--- src/hdl/dlgr_pkg.sv ---
package dlgr_pkg;

  localparam int LABEL_W  = 16;
  localparam int ZOOM_W   = 4;
  localparam int ROW_W    = 6;
  localparam int COL_W    = 8;
  localparam int OWID_W   = 8;
  localparam int OHGT_W   = 6;
  localparam int DIG_N    = 5;
  localparam int BCD_W    = 4 * DIG_N;
  localparam int CNT_W    = $clog2(LABEL_W + 1);
  localparam int RECIP_SH = 12;
  localparam int RECIP_W  = RECIP_SH + 1;
  localparam int CFG_IDX_W = 2;

  localparam logic [CFG_IDX_W-1:0] REG_LABEL_VALUE = 2'd0;
  localparam logic [CFG_IDX_W-1:0] REG_ZOOM_FACTOR = 2'd1;

  localparam logic [LABEL_W-1:0] LABEL_RESET = 16'd0;
  localparam logic [ZOOM_W-1:0]  ZOOM_RESET  = 4'd3;

  typedef logic [3:0] digit_t;

  // ceil(2^RECIP_SH / z), exact quotient for dividends below 256 and z up to 16
  function automatic logic [RECIP_W-1:0] recip(input logic [4:0] z);
    logic [RECIP_W-1:0] m;
    case (z)
      5'd1:    m = 13'd4096;
      5'd2:    m = 13'd2048;
      5'd3:    m = 13'd1366;
      5'd4:    m = 13'd1024;
      5'd5:    m = 13'd820;
      5'd6:    m = 13'd683;
      5'd7:    m = 13'd586;
      5'd8:    m = 13'd512;
      5'd9:    m = 13'd456;
      5'd10:   m = 13'd410;
      5'd11:   m = 13'd373;
      5'd12:   m = 13'd342;
      5'd13:   m = 13'd316;
      5'd14:   m = 13'd293;
      5'd15:   m = 13'd274;
      5'd16:   m = 13'd256;
      default: m = 13'd4096;
    endcase
    return m;
  endfunction

  // 3x5 font, bit 2 is the leftmost column
  function automatic logic [2:0] glyph_row(input digit_t d, input logic [2:0] r);
    logic [14:0] g;
    logic [2:0] row;
    case (d)
      4'd0:    g = {3'd7, 3'd5, 3'd5, 3'd5, 3'd7};
      4'd1:    g = {3'd6, 3'd2, 3'd2, 3'd2, 3'd7};
      4'd2:    g = {3'd7, 3'd1, 3'd7, 3'd4, 3'd7};
      4'd3:    g = {3'd7, 3'd1, 3'd3, 3'd1, 3'd7};
      4'd4:    g = {3'd5, 3'd5, 3'd7, 3'd1, 3'd1};
      4'd5:    g = {3'd7, 3'd4, 3'd7, 3'd1, 3'd7};
      4'd6:    g = {3'd7, 3'd4, 3'd7, 3'd5, 3'd7};
      4'd7:    g = {3'd7, 3'd1, 3'd3, 3'd1, 3'd1};
      4'd8:    g = {3'd7, 3'd5, 3'd7, 3'd5, 3'd7};
      4'd9:    g = {3'd7, 3'd5, 3'd7, 3'd1, 3'd7};
      default: g = 15'd0;
    endcase
    case (r)
      3'd0:    row = g[14:12];
      3'd1:    row = g[11:9];
      3'd2:    row = g[8:6];
      3'd3:    row = g[5:3];
      3'd4:    row = g[2:0];
      default: row = 3'd0;
    endcase
    return row;
  endfunction

endpackage

--- src/hdl/decimal_label_glyph_renderer.sv ---
// decimal_label_glyph_renderer: draws label_value as a zoomed 3x5 digit label.
// in_ channel: one pixel query per item, tdata = {pixel_col, pixel_row}.
// out_ channel: one result per query, tdata = {label_height, label_width,
//   in_bounds, ink}; ink is 0 outside the label and in spacer columns.
// cfg_ channel: cfg_index 0 writes label_value, 1 writes zoom_factor; other
//   indexes are taken and ignored. cfg_ready is always high.
// Throughput: one item per cycle while the output is not stalled and no decimal
//   conversion is running. Pipeline: 3 register stages (multiply by zoom reciprocal,
//   digit select, font lookup), with out_tvalid registered in the last.
// After reset and after every configuration write the label value is
//   converted to decimal by a shift-and-add-3 loop, one bit per cycle (a new write
//   restarts it), during which in_tready is low. Label width, height and the zoom
//   reciprocal are settled in the last cycle of that pass.
// Reset gives label_value 0 and zoom_factor 3 and empties the pipeline.
// When out_tready is low with a result waiting, the pipeline holds and
//   in_tready drops, so no item is lost or repeated; items wait in their stages.
// Zoom 0 acts as 1, zoom above MAX_ZOOM as MAX_ZOOM; only the low
//   MAX_DIGITS digits are drawn.
module decimal_label_glyph_renderer #(
  parameter int MAX_DIGITS = 5,
  parameter int MAX_ZOOM   = 8
) (
  input  logic                              clk,
  input  logic                              rst_n,
  input  logic                              in_tvalid,
  output logic                              in_tready,
  input  logic [15:0]                       in_tdata,   // pixel_row[5:0], pixel_col[13:6], zero pad
  output logic                              out_tvalid,
  input  logic                              out_tready,
  output logic [15:0]                       out_tdata,  // ink, in_bounds, label_width, label_height
  input  logic                              cfg_valid,
  output logic                              cfg_ready,
  input  logic [dlgr_pkg::CFG_IDX_W-1:0]    cfg_index,
  input  logic [dlgr_pkg::LABEL_W-1:0]      cfg_data
);

  localparam int SHOW    = (MAX_DIGITS < dlgr_pkg::DIG_N) ? MAX_DIGITS : dlgr_pkg::DIG_N;
  localparam int NW      = $clog2(SHOW + 1);
  localparam int ZW      = $clog2(MAX_ZOOM + 1);
  localparam int WID_MAX = (4 * SHOW - 1) * MAX_ZOOM;
  localparam int WID_W   = $clog2(WID_MAX + 1);
  localparam int WP_W    = NW + 2 + ZW;
  localparam int HGT_W   = $clog2(5 * MAX_ZOOM + 1);
  localparam int CW      = (WID_W > dlgr_pkg::COL_W) ? WID_W : dlgr_pkg::COL_W;
  localparam int RW      = (HGT_W > dlgr_pkg::ROW_W) ? HGT_W : dlgr_pkg::ROW_W;
  localparam int SH_W    = dlgr_pkg::BCD_W + dlgr_pkg::LABEL_W;
  localparam int RP_W    = dlgr_pkg::ROW_W + dlgr_pkg::RECIP_W;
  localparam int CP_W    = dlgr_pkg::COL_W + dlgr_pkg::RECIP_W;

  // configuration registers and decimal conversion
  logic [dlgr_pkg::LABEL_W-1:0] label_r;
  logic [dlgr_pkg::ZOOM_W-1:0]  zoom_r;
  logic                         load_r, busy_r;
  logic [dlgr_pkg::CNT_W-1:0]   cnt_r;
  logic [SH_W-1:0]              sh_r, sh_adj;
  dlgr_pkg::digit_t             dig_r [dlgr_pkg::DIG_N];
  logic [NW-1:0]                n_r, n_nxt;
  logic [WID_W-1:0]             wid_r, wid_nxt;
  logic [HGT_W-1:0]             hgt_r, hgt_nxt;
  logic [dlgr_pkg::RECIP_W-1:0] recip_r;
  logic [ZW-1:0]                zeff;

  assign cfg_ready = 1'b1;

  always_comb begin
    sh_adj = sh_r;
    for (int i = 0; i < dlgr_pkg::DIG_N; i++) begin
      if (sh_r[dlgr_pkg::LABEL_W + 4*i +: 4] >= 4'd5) begin
        sh_adj[dlgr_pkg::LABEL_W + 4*i +: 4] = sh_r[dlgr_pkg::LABEL_W + 4*i +: 4] + 4'd3;
      end
    end
  end

  always_comb begin
    if (zoom_r == '0) begin
      zeff = ZW'(1);
    end else if (5'(zoom_r) > 5'(MAX_ZOOM)) begin
      zeff = ZW'(MAX_ZOOM);
    end else begin
      zeff = ZW'(zoom_r);
    end
    n_nxt = NW'(1);
    for (int i = 1; i < dlgr_pkg::DIG_N; i++) begin
      if (sh_r[dlgr_pkg::LABEL_W + 4*i +: 4] != 4'd0) begin
        n_nxt = NW'((i + 1 < SHOW) ? i + 1 : SHOW);
      end
    end
    wid_nxt = WID_W'((WP_W'({n_nxt, 2'b00}) - WP_W'(1)) * WP_W'(zeff));
    hgt_nxt = HGT_W'(HGT_W'(zeff) * HGT_W'(5));
  end

  always_ff @(posedge clk) begin
    if (!rst_n) begin
      label_r <= dlgr_pkg::LABEL_RESET;
      zoom_r  <= dlgr_pkg::ZOOM_RESET;
      load_r  <= 1'b1;
      busy_r  <= 1'b1;
      cnt_r   <= '0;
    end else if (cfg_valid) begin
      if (cfg_index == dlgr_pkg::REG_LABEL_VALUE) begin
        label_r <= cfg_data;
      end else if (cfg_index == dlgr_pkg::REG_ZOOM_FACTOR) begin
        zoom_r <= cfg_data[dlgr_pkg::ZOOM_W-1:0];
      end
      load_r <= 1'b1;
      busy_r <= 1'b1;
    end else if (load_r) begin
      load_r <= 1'b0;
      cnt_r  <= dlgr_pkg::CNT_W'(dlgr_pkg::LABEL_W);
    end else if (cnt_r != '0) begin
      cnt_r <= cnt_r - 1'b1;
    end else if (busy_r) begin
      busy_r <= 1'b0;
    end
  end

  always_ff @(posedge clk) begin
    if (load_r) begin
      sh_r <= {{dlgr_pkg::BCD_W{1'b0}}, label_r};
    end else if (cnt_r != '0) begin
      sh_r <= {sh_adj[SH_W-2:0], 1'b0};
    end
    if (busy_r && !load_r && cnt_r == '0) begin
      for (int i = 0; i < dlgr_pkg::DIG_N; i++) begin
        dig_r[i] <= sh_r[dlgr_pkg::LABEL_W + 4*i +: 4];
      end
      n_r     <= n_nxt;
      wid_r   <= wid_nxt;
      hgt_r   <= hgt_nxt;
      recip_r <= dlgr_pkg::recip(5'(zeff));
    end
  end

  // pixel pipeline
  logic advance;
  logic v1_r, v2_r, out_valid_r;
  logic [RP_W-1:0] rprod_r;
  logic [CP_W-1:0] cprod_r;
  logic            inb1_r, inb2_r, inb3_r;
  logic [2:0]      r2_r;
  logic [1:0]      sub2_r;
  logic            dv2_r;
  dlgr_pkg::digit_t dig2_r;
  logic            ink_r;

  logic [dlgr_pkg::ROW_W-1:0] in_row, rq;
  logic [dlgr_pkg::COL_W-1:0] in_col, cq;
  logic [5:0]                 k, idx;
  logic                       kv;
  logic [2:0]                 grow;
  logic                       gbit;

  assign advance   = !out_valid_r || out_tready;
  assign in_tready = advance && !busy_r;
  assign in_row    = in_tdata[dlgr_pkg::ROW_W-1:0];
  assign in_col    = in_tdata[dlgr_pkg::ROW_W +: dlgr_pkg::COL_W];

  assign rq  = rprod_r[dlgr_pkg::RECIP_SH +: dlgr_pkg::ROW_W];
  assign cq  = cprod_r[dlgr_pkg::RECIP_SH +: dlgr_pkg::COL_W];
  assign k   = cq[7:2];
  assign kv  = k < 6'(n_r);
  assign idx = 6'(n_r) - 6'd1 - k;

  always_comb begin
    grow = dlgr_pkg::glyph_row(dig2_r, r2_r);
    case (sub2_r)
      2'd0:    gbit = grow[2];
      2'd1:    gbit = grow[1];
      2'd2:    gbit = grow[0];
      default: gbit = 1'b0;
    endcase
  end

  always_ff @(posedge clk) begin
    if (!rst_n) begin
      v1_r        <= 1'b0;
      v2_r        <= 1'b0;
      out_valid_r <= 1'b0;
    end else if (advance) begin
      v1_r        <= in_tvalid && in_tready;
      v2_r        <= v1_r;
      out_valid_r <= v2_r;
    end
  end

  always_ff @(posedge clk) begin
    if (advance) begin
      rprod_r <= RP_W'(in_row) * RP_W'(recip_r);
      cprod_r <= CP_W'(in_col) * CP_W'(recip_r);
      inb1_r  <= (RW'(in_row) < RW'(hgt_r)) && (CW'(in_col) < CW'(wid_r));
      r2_r    <= rq[2:0];
      sub2_r  <= cq[1:0];
      dv2_r   <= kv;
      dig2_r  <= kv ? dig_r[idx[2:0]] : dlgr_pkg::digit_t'(0);
      inb2_r  <= inb1_r;
      ink_r   <= inb2_r && dv2_r && gbit;
      inb3_r  <= inb2_r;
    end
  end

  assign out_tvalid = out_valid_r;
  assign out_tdata  = {(dlgr_pkg::OHGT_W)'(hgt_r), (dlgr_pkg::OWID_W)'(wid_r), inb3_r, ink_r};

endmodule

--- config.mk ---
export PLATFORM = sky130hd
export DESIGN_NAME = decimal_label_glyph_renderer
export DESIGN_NICKNAME = d
export VERILOG_FILES = /design/src/hdl/dlgr_pkg.sv /design/src/hdl/decimal_label_glyph_renderer.sv
export SDC_FILE = /design/constraint.sdc
export NUM_CORES = 1
export LEC_CHECK = 0
export BUFFER_PORTS_ARGS = -buffer_cell sky130_fd_sc_hd__buf_2
export CORE_ASPECT_RATIO = 1.5
export CORE_UTILIZATION = 57
export CTS_BUF_LIST = sky130_fd_sc_hd__clkbuf_8 sky130_fd_sc_hd__clkbuf_16
export DETAILED_ROUTE_END_ITERATION = 7
export PLACE_DENSITY = 0.88
export SLEW_MARGIN = 40
export SYNTH_ARGS = -nofsm -noshare
export SYNTH_HDL_FRONTEND = slang
export SYNTH_SLANG_ARGS = --single-unit
export TNS_END_PERCENT = 10
--- constraint.sdc ---
create_clock -name clk -period 5 [get_ports clk]
set_input_delay 1 -clock clk [delete_from_list [all_inputs] [get_ports clk]]
set_output_delay 1 -clock clk [all_outputs]
set_load 0.01 [all_outputs]
Word-level counts from Yosys, hierarchy flattened. Memory sizes are Yosys's and may differ from the RTL's. A register that Yosys moved wholly into a read port is not among the register bits. Index checks and enable logic that the tools add are counted.

Mux-type cells: 20. $add $sub $neg: 9. Bitwise gates (word level): 5. Equal/unequal tests: 7. Reduce and logical (&&, ||, !) cells: 28. $lt $le $gt $ge: 9. Multiply operators: 4.

Operators by type and width (count): 16-bit two-way mux (2); 4-bit two-way mux (6); 4-bit by 3-bit >= comparator with 1-bit output (second input constant) (5); 8-bit by 13-bit multiplier with 20-bit output (1); 4-bit by 2-bit adder with 4-bit output (second input constant) (4); 4-bit nonzero test (4); 6-bit by 13-bit multiplier with 15-bit output (1); 3-bit one-hot mux with 5 select lines (1); 3-bit two-way mux (4); 5-bit two-way mux (2); 8-bit less-than comparator (1); 6-bit by 5-bit multiplier with 8-bit output (1); 1-bit logical AND (7); 3-bit by 2-bit equality test with 1-bit output (second input constant) (2); 6-bit by 3-bit less-than comparator with 1-bit output (1); 6-bit less-than comparator (1); 4-bit by 3-bit multiplier with 6-bit output (second input constant) (1); 2-bit AND reduction (3); 5-bit by 1-bit subtractor with 6-bit output (second input constant) (1); 5-bit zero test (1); 1-bit inverter (5); 5-bit nonzero test (1); 5-bit by 1-bit subtractor with 5-bit output (second input constant) (1); 2-bit by 1-bit equality test with 1-bit output (second input constant) (2); 18 further kinds (24).

Memories: 3. Memory bits (read-only): 448. Word-level logic and storage cells: 107. Register bits: 128. Memory bits (writable): 20. Output and inout bits: 19.

Memories: (name not given) (depth 16, width 15, rd ports 1, clocked after memory_dff 0, write ports 0, line dlgr_pkg.sv:53) `case (d)`; (name not given) (depth 16, width 13, rd ports 1, clocked after memory_dff 1, write ports 0, line dlgr_pkg.sv:27) `case (z)`; dig_r (depth 5, width 4, rd ports 1, clocked after memory_dff 1, write ports 5, line decimal_label_glyph_renderer.sv:56) `dlgr_pkg::digit_t dig_r [dlgr_pkg::DIG_N];`.

Logic depth before layout (Yosys ltp). Gate-level depths: netlist (run 1).

Depth in word-level cells: 7. Mapped depth: 17. Depth with buffers taken out: 17.

Worst setup path before layout (run 1). OpenSTA, ideal clock, no wires.

Kind: input port to flip-flop. Start: input port in_tdata[13]. End: register cprod_r[12], data pin. Path slack: -33 ps. Path buffers: 1. Stages: 14. Arrival time: 4773 ps. Required time: 4740 ps. Cell sequence: clkbuf_1 -> nand2_1 -> fa_1 -> fa_1 -> inv_1 -> fa_1 -> fa_1 -> ha_1 -> a21o_1 -> a21o_1 -> a221o_1 -> a21o_1 -> a21oi_2 -> xnor2_1.

Longest elaborated chain between the ends: 1.

Ends and longest elaborated chain: start, declared (line decimal_label_glyph_renderer.sv:27) `input logic [15:0] in_tdata,`; 8-bit by 13-bit multiplier with 20-bit output (line decimal_label_glyph_renderer.sv:189) `cprod_r <= CP_W'(in_col) * CP_W'(recip_r);`; end signal, assigned (line decimal_label_glyph_renderer.sv:189); end, declared (line decimal_label_glyph_renderer.sv:138) `logic [CP_W-1:0] cprod_r;`.

No other way between the ends. A chain may end at the register's enable or synchronous reset.

Worst setup path after layout (run 1).
Start: input port in_tdata[12]. End: register cprod_r[19], data pin.

The elaborated chain is that of the path after synthesis.

==> metrics.csv, run 1 <==
stage,metric,value,unit
layout,fill cell count,1428,
grt,first-pass GRT wire length,42200,um
clock_network,clock buffer depth,2,
grt,Top Usage Layer GRT,met2,
sta,Achievable Freq,206,MHz
layout,ANT cells,0,
grt,vias in the first global route,9161,
setup_path,CP Launch Type,primary input,
detailed_routing,Routed Antenna Nets,0,
clock_network,latest clock arrival within the worst-skew pair,0.43,ns
detailed_routing,first drt pass iteration count,8,
layout,share of layout cells above drive strength 1,12.9,%
setup_path,Setup Crit Path Kind,in2reg,
placed_design,DP HPWL,18400,um
die,Die W,118,um
die,row count,63,
sta,Tmin final,4.84,ns
logic_synthesis,synth warn,0,
setup_path,"delay-heaviest family, CP",adder cells,
logic_synthesis,Mapped Area,11600,um^2
placed_design,PortBufs,54,
setup_path,most frequent CP cell,fa_1,
layout,Final nets,1485,
die,die height,177,um
setup_path,CP arrival,5.00,ns
clock_network,"Clk pin slew, worst setup/hold paths",0.07,ns
layout,area grow syn2layout,11.6,%
logic_synthesis,Cell variety after synth,63,
sta,clock skew,0.0122,ns
logic_synthesis,Synth top cells by count,"inv_1 (172), nand2_1 (158), fa_1 (111)",
detailed_routing,Via Count,8472,
setup_path,r2r setup slk,0.33,ns
setup_path,max incr delay on CP,0.54,ns
placed_design,gpl congestion,0.828,
status,status,"complete, no violations",
sta,RSZ-0062 raised after global routing,false,
grt,largest net degree at the start of global routing,50,
grt,met3 Use GR,4.09,%
logic_synthesis,asr flop ratio synth,0,%
sta,final hold vios,0,
clock_network,CTS tree,done,
die,die area,20900,um^2
clock_network,clock sinks,140,
logic_synthesis,Yosys top cell by area,edfxtp_1,
clock_network,Max H-tree Level,4,
detailed_routing,Vias/cell,5.64,
logic_synthesis,ys flop type,edfxtp_1,
detailed_routing,DR iter-0 viols,549,
detailed_routing,# DRC,0,
setup_path,crit path max fanout,6,
power,VDD IR max,0.259,mV
setup_path,crit path buf inv count,4,
grt,initial antenna violation count,0,
sta,Worst slew margin,54.2,%
die,Core Area,19900,um^2
grt,global-route met2 utilization,47.8,%
clock_network,Num CTS Buffers,17,
sta,Final period util,96.9,%
grt,gr usage total,25.6,%
clock_network,Hold Buf Count CTS,0,
sta,minimum hold slack,0.417,ns
clock_network,Root Buffer,clkbuf_16,
flow_run,max_cap viols,0,
grt,global route overflow,0,
setup_path,worst-path cell chain,buf_2 > buf_4 > and2_1 > fa_1 > fa_1 > fa_1 > inv_1 > fa_1 > inv_1 > ha_1 > a21oi_2 > o21ai_1 > nor2b_1 > a2111oi_2 > xnor2_1,
logic_synthesis,most frequent cell after synthesis,inv_1,
logic_synthesis,Avg Inst Size Synth,9.95,um^2
die,Initial Utilization,58.4,%
sta,Pins Over Slew Limit,0,
logic_synthesis,Post-synth EDFFs,90,
detailed_routing,WL per Instance,16.7,um
worst_hold_path,Hold Path Class,reg2reg,
logic_synthesis,Synth Register Bits,140,
detailed_routing,Routed WL,25100,um
power,Leak,5.99,nW
die,IO Pins,58,
sta,Worst-Margin Slew,0.686,ns
logic_synthesis,post-synth top area share,23.3,%
logic_synthesis,"Seq/Total Area, Yosys",31.9,%
logic_synthesis,cells after synthesis,1166,
power,Power Density,366,nW/um^2
logic_synthesis,Synth area leaders,"edfxtp_1 (23%), fa_1 (19%), ha_1 (11%), dfxtp_1 (8.6%), inv_1 (5.6%)",
setup_path,WP data required,5.16,ns
sta,endpoints failing setup,0,
grt,met1 usage,26.3,%
setup_path,slowest CP cell,fa_1,
layout,Layout Utilization,65.2,%
setup_path,Worst Setup End Kind,flop,
[through the flow]
stage                     TNS [ns]  total power [mW]  cells  worst slack (ns)  area, um^2
after floorplan                  0              2.88   1168            0.0294       11600
after global placement       -1.06              3.31   1471            -0.238       12300
after detailed placement     -1.54              3.42   1471            -0.298       12300
after CTS                        0              4.71   1503            0.0781       12900
after global routing             0              5.04   1503            0.0318       12900
final                            0              4.73   1503             0.155       12900
[area by class of cell]
| cell class | count | area, um^2 | area share (%) |
|---|---|---|---|
| Clock buffer | 17 | 425 | 3.29 |
| Clock inverter | 15 | 194 | 1.50 |
| Inverter | 173 | 649 | 5.02 |
| Tap cell | 260 | 325 | 2.51 |
| Multi-Input combinational cell | 803 | 7070 | 54.6 |
| Sequential cell | 140 | 3700 | 28.6 |
| Timing Repair Buffer | 95 | 578 | 4.47 |
[kinds of logic (layout without fill, tap and decap cells)]
group           count (synthesis)  count (layout)  share of synthesized area [%]
xor+xnor                       38              38                           2.87
other cells                     2               4                         0.0648
flops                         140             140                           31.9
buf+inv                       225             300                           7.48
compound gates                150             150                           8.22
mux                            30              30                           3.18
fa+ha+maj                     216             216                           30.5
simple gates                  365             365                           15.8
[state kept, by name (all words and copies together) (netlist names), 2 cells and up]
signal   count
dig2_r       4
n_r          3
r2_r         3
label_r     16
rprod_r      3
wid_r        8
zoom_r       4
cnt_r        5
recip_r     13
sub2_r       2
hgt_r        5
cprod_r      8
dig_r       20
sh_r        36
[cell usage in the layout, fill, tap and decap left out, types with 5 or more instances in the layout]
master / instances
inv_1: 171
buf_4: 41
mux2_2: 15
dfxtp_1: 50
mux2i_1: 11
and2_1: 102
a21boi_0: 19
ha_1: 104
nor2_1: 38
edfxtp_1: 90
a21oi_1: 45
nor3_1: 6
xnor2_1: 27
buf_2: 54
nand2b_1: 9
nor2b_1: 9
o21ai_0: 33
clkinv_8: 6
nand3_1: 8
nand4_1: 7
fa_1: 111
a21o_1: 18
clkbuf_16: 17
nand2_1: 158
nor3b_1: 7
xor2_1: 11
a211oi_1: 5
[report_power, final]
part / leakage (nW) / switching [mW] / internal, mW
sequential: 1.32 / 0.110 / 1.42
combinational: 4.37 / 1.04 / 0.884
clock: 0.299 / 0.595 / 0.682
[layer usage]
metal / up-vias / part of all wire (%)
met4: 0 / 5.6
met2: 300 / 54
li1: 3900 / -
met5: - / 0
met3: 116 / 4.4
met1: 4156 / 36
[final timing paths]
| path | startpoint | end | cells past startpoint |
|---|---|---|---|
| worst max-delay path | in_tdata[12] | cprod_r[19] | 15 |
| worst min-delay path | rprod_r[12] | r2_r[0] | 0 |
| worst max register to register | recip_r[9] | cprod_r[19] | 13 |
| worst min register to register | rprod_r[12] | r2_r[0] | 0 |
[repair_timing]
| item | CTS | global route |
|---|---|---|
| gates resized for setup | 0 | 3 |
| endpoints found under the setup margin | 0 | 2 |
| setup buffers | 0 | 0 |
Power figures use the tool's default switching activity.
==> inputs of run 2 (changes only) <==
==> constraint.sdc (replaced) <==
create_clock -name clk -period 5 [get_ports clk]
set_input_delay 0.5 -clock clk [delete_from_list [all_inputs] [get_ports clk]]
set_output_delay 0.5 -clock clk [all_outputs]
set_load 0.01 [all_outputs]
==> metrics.csv, run 2 (synthesis gave the netlist of run 1 again) <==
stage,metric,value,unit,change
grt,gr usage total,24.9,%,-0.62 points
grt,global route overflow,0,,unchanged
setup_path,max incr delay on CP,0.54,ns,about the same
sta,Achievable Freq,212,MHz,+2.8%
placed_design,"worst slack, placed",0.157,ns,+0.455 ns
clock_network,CTS tree,done,,
setup_path,slowest CP cell,fa_1,,
power,Power Density,363,nW/um^2,-0.87%
layout,ANT cells,0,,unchanged
detailed_routing,Routed WL,24300,um,-3.1%
power,Clock power frac,28.2,%,+1.2 points
detailed_routing,WL per Instance,16.4,um,-1.5%
layout,most frequent cells in the layout,"inv_1 (171), nand2_1 (158), fa_1 (111)",,
sta,Tmin final,4.71,ns,-0.133 ns
setup_path,Worst Reg2Reg Path Length in Cells,14,,+1
sta,endpoints failing setup,0,,unchanged
clock_network,Post-CTS Setup Bufs,0,,unchanged
setup_path,CP arrival,4.87,ns,-0.13 ns
sta,clock skew,0.00973,ns,-0.00250 ns
detailed_routing,# DRC,0,,unchanged
setup_path,r2r setup slk,0.29,ns,-0.04 ns
setup_path,critical path depth,14,,-1
clock_network,Hold Buf Count CTS,0,,unchanged
setup_path,crit path max fanout,9,,+3
sta,Setup TNS Final,0,ns,unchanged
power,Int Power,2.97,mW,-0.81%
grt,largest net degree at the start of global routing,50,,unchanged
power,Reg power frac,33.0,%,+0.6 points
power,Leak,5.89,nW,-1.8%
grt,first-pass GRT wire length,41200,um,-2.4%
placed_design,DP HPWL,17800,um,-3.0%
setup_path,worst-path cell chain,buf_4 > and2_1 > fa_1 > fa_1 > fa_1 > inv_1 > fa_1 > inv_1 > ha_1 > a21oi_1 > o21ai_0 > nor2b_1 > a2111oi_2 > xnor2_1,,
sta,final worst slack,0.288,ns,+0.133 ns
layout,Final nets,1462,,-1.5%
detailed_routing,DR iter-0 viols,484,,-12%
layout,area grow syn2layout,10.0,%,
die,Initial Utilization,58.4,%,unchanged
sta,Final period util,94.2,%,-2.7 points
placed_design,PortBufs,54,,unchanged
setup_path,CP Launch Type,flop,,
status,status,"complete, no violations",,
die,IO Pins,58,,unchanged
power,Psw,1.66,mW,-4.9%
detailed_routing,Via Count,8317,,-1.8%
flow_run,max_cap viols,0,,unchanged
sta,final hold vios,0,,unchanged
power,Switching Fraction,35.9,%,-0.96 points
clock_network,latest clock arrival within the worst-skew pair,0.42,ns,about the same
layout,top flop regs,"sh_r: 36 flops, dig_r: 20 flops, label_r: 16 flops",,
setup_path,Setup Crit Path Kind,reg2reg,,
clock_network,"Clk pin slew, worst setup/hold paths",0.07,ns,about the same
detailed_routing,Vias/cell,5.62,,-0.30%
setup_path,Worst Setup End Kind,flop,,
layout,share of layout cells above drive strength 1,11.1,%,-1.8 points
sta,Worst slew margin,53.8,%,-0.45 points
clock_network,post_cts resized,0,,unchanged
grt,vias in the first global route,8848,,-3.4%
clock_network,clock buffer depth,2,,unchanged
worst_hold_path,Hold Path Class,in2reg,,
die,die area,20900,um^2,unchanged
grt,initial antenna violation count,0,,unchanged
clock_network,clock sinks,140,,unchanged
layout,"commonest non-fill, non-tap cell in the layout",inv_1,,
clock_network,Num CTS Buffers,17,,unchanged
power,combinational power share,38.7,%,-1.9 points
die,die height,177,um,unchanged
setup_path,crit path buf inv count,3,,-1
setup_path,"delay-heaviest family, CP",adder cells,,
sta,RSZ-0062 raised after global routing,false,,
setup_path,most frequent CP cell,fa_1,,
power,VDD IR max,0.246,mV,-4.7%
worst_hold_path,Hold Crit Depth,3,,+3
setup_path,WP data required,5.16,ns,about the same
clock_network,Root Buffer,clkbuf_16,,
layout,register name with the most flops,sh_r,,
sta,Worst-Margin Slew,0.693,ns,+0.00752 ns
detailed_routing,first drt pass iteration count,5,,-3
die,Core Area,19900,um^2,unchanged
detailed_routing,Routed Antenna Nets,0,,unchanged
placed_design,gpl congestion,0.851,,+2.7%
die,row count,63,,unchanged
sta,Pins Over Slew Limit,0,,unchanged
layout,number of flip-flops in the largest register,36,,unchanged
die,Die W,118,um,unchanged
clock_network,Max H-tree Level,4,,unchanged
-- run 2: metal layers --
layer / part of all wire [%] / global-route usage [%] / wire length [um]
met5: 0 / 0 / 0
met4: 5.2 / 14.3 / 1270
met3: 4.1 / 4.03 / 987
met2: 54 / 46.8 / 13200
met1: 37 / 26.3 / 8930
-- run 2: worst reg2reg max path, delay by kind of cell (launching register included) --
| family | cells | cell delay (ns) |
|---|---|---|
| buffers and inverters | 3 | 0.31 |
| adder cells (fa/ha/maj) | 5 | 2.38 |
| XOR/XNOR | 1 | 0.11 |
| flip-flops | 1 | 0.48 |
| AO/OA/AOI/OAI | 3 | 0.79 |
| AND/OR/NAND/NOR | 2 | 0.37 |
-- run 2: path summary, 6_finish.rpt --
| path | from | to |
|---|---|---|
| min | cfg_data[8] | label_r[8] |
| max | recip_r[4] | cprod_r[19] |
| max reg2reg | recip_r[4] | cprod_r[19] |
| min reg2reg | rprod_r[14] | r2_r[2] |
-- run 2: stage by stage --
step | cell area, um^2 | total power, mW | instances | hold WS (ns) | util, %
6_report | 12800 | 4.63 | 1480 | 0.324 | 64.2
5_1_grt | 12800 | 4.95 | 1480 | 0.316 | 64.2
4_1_cts | 12800 | 4.64 | 1480 | 0.312 | 64.2
3_5_place_dp | 12100 | 3.31 | 1448 | 0.406 | 61.1
3_3_place_gp | 12100 | 3.21 | 1446 | 0.403 | 61.0
2_1_floorplan | 11600 | 2.88 | 1168 | 0.400 | -
-- run 2: final cells by class --
class / instances / area (um^2)
multi-input combinational: 803 / 7050
tap: 260 / 325
clock buffer: 19 / 464
sequential: 140 / 3700
timing repair buffer: 72 / 405
fill: 1454 / 7110
clock inverter: 13 / 158
inverter: 173 / 649
-- run 2: power groups by stage --
stage | clock network (mW) | registers [mW] | logic [mW]
finish | 1.31 | 1.53 | 1.79
global route | 1.36 | 1.54 | 2.04
CTS | 1.32 | 1.53 | 1.79
detailed placement | 0 | 1.55 | 1.76
global placement | 0 | 1.54 | 1.67
floorplan | 0 | 1.50 | 1.38
